<file path="src/hw/rtl/mt64_pkg.sv">
// mt64_pkg: constants, types and the tempering function of the mt19937-64 core
// used by the fill multiplier, the top level and the bench
`timescale 1ns / 1ps

package mt64_pkg;

  localparam int STATE_WORDS   = 312;
  localparam int MIDDLE_OFFSET = 156;
  localparam int IDX_W         = 9;

  localparam logic [IDX_W-1:0] LAST_INDEX = IDX_W'(STATE_WORDS - 1);

  // command codes on func
  localparam logic FUNC_DRAW   = 1'b0;
  localparam logic FUNC_RESEED = 1'b1;

  localparam logic [63:0] TWIST_MATRIX = 64'hB5026F5AA96619E9;
  localparam logic [63:0] UPPER_BITS   = 64'hFFFFFFFF80000000;
  localparam logic [63:0] LOWER_BITS   = 64'h000000007FFFFFFF;
  localparam logic [63:0] FILL_MULT    = 64'd6364136223846793005;
  localparam logic [63:0] DEFAULT_SEED = 64'd1234567;

  localparam logic [63:0] TEMPER_B = 64'h5555555555555555;
  localparam logic [63:0] TEMPER_C = 64'h71D67FFFEDA60000;
  localparam logic [63:0] TEMPER_D = 64'hFFF7EEE000000000;

  typedef struct packed {
    logic        start;
    logic [63:0] operand;
  } mul_req_t;

  typedef struct packed {
    logic        done;
    logic [63:0] product;
  } mul_rsp_t;

  function automatic logic [63:0] temper(input logic [63:0] v_in);
    logic [63:0] v;
    v = v_in;
    v = v ^ ((v >> 29) & TEMPER_B);
    v = v ^ ((v << 17) & TEMPER_C);
    v = v ^ ((v << 37) & TEMPER_D);
    v = v ^ (v >> 43);
    return v;
  endfunction

endpackage

</file>
<file path="src/hw/rtl/mt64_fill_mul.sv">
// mt64_fill_mul: low 64 bits of FILL_MULT * operand on one shared 32x32 multiplier
// depends on mt64_pkg
`timescale 1ns / 1ps

module mt64_fill_mul (
  input  logic               clk,
  input  logic               rst,
  input  mt64_pkg::mul_req_t req,
  output mt64_pkg::mul_rsp_t rsp
);

  localparam logic [31:0] A_LO = mt64_pkg::FILL_MULT[31:0];
  localparam logic [31:0] A_HI = mt64_pkg::FILL_MULT[63:32];

  logic        busy;
  logic        done;
  logic [1:0]  step;
  logic [63:0] x;
  logic [63:0] prod;
  logic [63:0] acc;
  logic [31:0] mul_a;
  logic [31:0] mul_b;
  logic [63:0] mul_p;

  // partial products: lo*lo, lo*hi, hi*lo (hi*hi falls off the top)
  always_comb begin
    mul_a = (step == 2'd2) ? A_HI : A_LO;
    mul_b = (step == 2'd1) ? x[63:32] : x[31:0];
    mul_p = 64'(mul_a) * 64'(mul_b);
  end

  always_ff @(posedge clk) begin
    if (rst) begin
      busy <= 1'b0;
      done <= 1'b0;
      step <= 2'd0;
    end else begin
      done <= 1'b0;
      if (req.start && !busy) begin
        x    <= req.operand;
        busy <= 1'b1;
        step <= 2'd0;
      end else if (busy) begin
        case (step)
          2'd0: begin
            prod <= mul_p;
            step <= 2'd1;
          end
          2'd1: begin
            acc  <= prod;
            prod <= mul_p;
            step <= 2'd2;
          end
          2'd2: begin
            acc[63:32] <= acc[63:32] + prod[31:0];
            prod       <= mul_p;
            step       <= 2'd3;
          end
          default: begin
            acc[63:32] <= acc[63:32] + prod[31:0];
            busy       <= 1'b0;
            done       <= 1'b1;
            step       <= 2'd0;
          end
        endcase
      end
    end
  end

  assign rsp.done    = done;
  assign rsp.product = acc;

endmodule

</file>
<file path="config.mk">
export PLATFORM = sky130hd
export DESIGN_NAME = mt64_fill_mul
export DESIGN_NICKNAME = d
export VERILOG_FILES = /design/src/hw/rtl/mt64_pkg.sv /design/src/hw/rtl/mt64_fill_mul.sv
export SDC_FILE = /design/constraint.sdc
export NUM_CORES = 2
export LEC_CHECK = 0
export ABC_CLOCK_PERIOD_IN_PS = 9950
export BUFFER_PORTS_ARGS = -buffer_cell sky130_fd_sc_hd__buf_4
export CAP_MARGIN = 20
export CORE_ASPECT_RATIO = 0.5
export CORE_MARGIN = 4
export CORE_UTILIZATION = 40
export CTS_BUF_LIST = sky130_fd_sc_hd__clkbuf_4 sky130_fd_sc_hd__clkbuf_8
export DETAILED_ROUTE_END_ITERATION = 8
export SETUP_SLACK_MARGIN = 0.02
export SLEW_MARGIN = 15
export SYNTH_ARGS = -nofsm -noshare
export SYNTH_HDL_FRONTEND = slang
export SYNTH_SLANG_ARGS = --single-unit
</file>
<file path="constraint.sdc">
create_clock -name clk -period 9.95 [get_ports clk]
set_input_delay 1.99 -clock clk [delete_from_list [all_inputs] [get_ports clk]]
set_output_delay 1.99 -clock clk [all_outputs]
set_load 0.01 [all_outputs]
</file>
==> flow_summary.json <==
{
  "status": "finished clean",
  "ios": 132,
  "ys.flop_type": "edfxtp_1",
  "nets": 4160,
  "final.setup.worst_slack_ns": 0.646,
  "vias": 21300,
  "fmax_mhz": 107,
  "synth-seq-area-share_pct": 18.6,
  "synth_cell_type_count": 86,
  "wl_um": 91100,
  "cts.sinks": 195,
  "rows": 72,
  "critPathMaxFanout": 19,
  "drive_above_1_share_pct": 8.68,
  "dieArea_mm2": 0.0830,
  "grt_max_degree": 70,
  "synth-seq-cells": 195,
  "hold_viol_final": 0,
  "critPathLaunchType": "register",
  "cts_buffer_depth": 2,
  "initial_utilization_pct": 40.4,
  "overflow": 0,
  "dieWidth_um": 403,
  "syn_area_per_cell_um2": 10.5,
  "htree_levels": 4,
  "post-dp-hpwl_um": 77900,
  "finClkSkew_ns": 0.0364,
  "antenna_found_initial": 2,
  "rsz0062_at_grt": "false",
  "drc_errors": 0,
  "holdCritPathClass": "reg2reg",
  "cap_violations": 0,
  "synthCells": 2975,
  "critical_path_arrival_ns": 9.70,
  "cts_setup_buffers": 0,
  "slew-limit-headroom_pct": 31.2,
  "worst_pin_slew_ns": 1.03,
  "grt_pass1_vias": 22100,
  "end_kind": "register",
  "cts_made_buffers": 17,
  "netlist_area_mm2": 0.0313,
  "finalCritPeriodShare_pct": 93.5,
  "groute.usage.overall_pct": 22.5,
  "clock_latency_ns": 0.63,
  "area_growth_syn_to_layout_pct": 9.10,
  "pre_cts_ws_ns": 0.602,
  "place_congestion": 0.957,
  "core_mm2": 0.0774,
  "grt_pass1_wl_um": 137000,
  "firstDrtPassIters": 5,
  "via_per_inst": 5.12,
  "port_buffers": 131,
  "fin_util_pct": 44.1,
  "drtAntennaViolNets": 0,
  "clk_pin_slew_ns": 0.15,
  "clock-root-buffer": "clkbuf_8",
  "required_ns": 10.35,
  "critical_path_class": "reg2reg",
  "ys_async_sr_fraction_pct": 0,
  "setup_tns_ns": 0,
  "cts_hold_buf": 0,
  "maxSlewViolCount": 0,
  "cts_resized": 0,
  "drt-initial-drc-count": 1677,
  "ys_warn_count": 0,
  "period_needed_ns": 9.30,
  "setup_viol": 0,
  "cts_tree": "built",
  "avgRoutedWirePerCell_um": 21.9,
  "fillers": 7348,
  "die_h_um": 206,
  "fin_hold_ws_ns": 0.491,
  "synth-edff-count": 191
}
==> metrics by stage <==
| stage | cell area [µm²] | std cells |
|---|---|---|
| 3_3_place_gp | 33700 | 4125 |
| 5_1_grt | 34100 | 4161 |
| 6_report | 34100 | 4161 |
| 3_5_place_dp | 33700 | 4126 |
| 2_1_floorplan | 31300 | 2991 |
| 4_1_cts | 34100 | 4158 |
==> cell usage in the layout (no fill, tap or decap), types with 15 or more instances in the layout <==
cell	n
nand4_1	20
a21oi_1	113
ha_1	445
nand3_1	24
a21o_1	55
mux2_2	15
o21ai_0	72
o21bai_1	20
nor3_1	34
edfxtp_1	191
nor2_1	100
clkbuf_8	17
buf_4	177
inv_1	752
mux2i_1	23
a211oi_1	16
conb_1	18
xnor2_1	70
xor2_1	28
nor2b_1	16
nand2_1	161
fa_1	536
==> flip-flops by register name (all words and copies together), names as in the netlist <==
name / flops
acc: 64
x: 64
prod: 63
step: 2
busy: 1
done: 1
==> worst paths after layout <==
check             slack [ns]            startpoint            endpoint  cells after the start
hold / removal          0.49     prod[5]$_DFFE_PP_    acc[5]$_DFFE_PP_                      0
hold reg to reg         0.49     prod[5]$_DFFE_PP_    acc[5]$_DFFE_PP_                      0
setup / recovery        0.65  step[1]$_SDFFE_PN0P_  prod[47]$_DFFE_PP_                     26
setup reg to reg        0.65  step[1]$_SDFFE_PN0P_  prod[47]$_DFFE_PP_                     26
==> layer usage <==
layer  part of all wire (%)  routed length, µm  vias up  global-route usage (%)
li1                       -                  -     9765                       -
met1                     48              43400    10700                    33.5
met2                     42              38300      700                    32.3
met3                    7.9               7200      100                    6.16
met4                    2.4               2180        0                    5.62
met5                      0                  0        -                       0
==> cell families (layout without fill, tap and decap cells) <==
family	count (synthesis)	in the layout	share of synthesized area (%)
multiplexers	41	41	1.37
flip-flops	195	195	18.6
buffers and inverters	832	963	10.2
AND/OR/NAND/NOR	446	446	6.74
adder cells (fa/ha/maj)	984	984	52.2
other	2	21	0.0240
XOR/XNOR	98	98	2.74
AO/OA/AOI/OAI	377	377	8.10
==> worst max-delay path, stage by stage (launching register included) <==
cell	delay, ns
dfxtp_1	0.38
inv_1	0.15
ha_4	0.44
buf_4	0.33
mux2_2	0.45
inv_1	0.21
nor2_1	0.47
fa_1	0.48
inv_1	0.07
fa_1	0.47
fa_1	0.53
fa_1	0.52
inv_1	0.05
fa_1	0.55
fa_1	0.42
fa_1	0.51
fa_1	0.41
ha_1	0.43
a21o_1	0.24
a21o_1	0.17
a21oi_1	0.22
o32ai_2	0.13
a211oi_1	0.54
o21ai_0	0.23
a21oi_1	0.33
o21ai_0	0.15
xor2_1	0.16
==> synthesized netlist by cell type (15+ instances only) <==
library cell / n / area share (%)
inv_1: 752 / 9.0
fa_1: 536 / 34
ha_1: 448 / 18
edfxtp_1: 191 / 18
nand2_1: 161 / 1.9
a21oi_1: 113 / 1.8
nor2_1: 104 / 1.2
o21ai_0: 72 / 1.2
xnor2_1: 70 / 2.0
a21o_1: 55 / 1.3
clkbuf_1: 39 / 0.47
nor3_1: 34 / 0.54
xor2_1: 28 / 0.78
mux2i_1: 26 / 0.83
buf_2: 24 / 0.38
nand3_1: 24 / 0.38
nand4_1: 20 / 0.40
o21bai_1: 20 / 0.48
a211oi_1: 16 / 0.38
nor2b_1: 16 / 0.32
mux2_2: 15 / 0.54
==> final cells by class <==
| cell class | instances | area (µm²) | share of cell area (%) |
|---|---|---|---|
| antenna | 3 | 7.51 | 0.0220 |
| clock buffer | 17 | 234 | 0.686 |
| clock inverter | 15 | 181 | 0.532 |
| inverter | 753 | 2830 | 8.28 |
| multi-input combinational | 1964 | 22400 | 65.7 |
| sequential | 195 | 5820 | 17.0 |
| tap | 1036 | 1300 | 3.80 |
| timing repair buffer | 178 | 1360 | 3.98 |
Power is not shown: default switching activity piles up to over one toggle a cycle in this logic, so the estimate is an artifact.
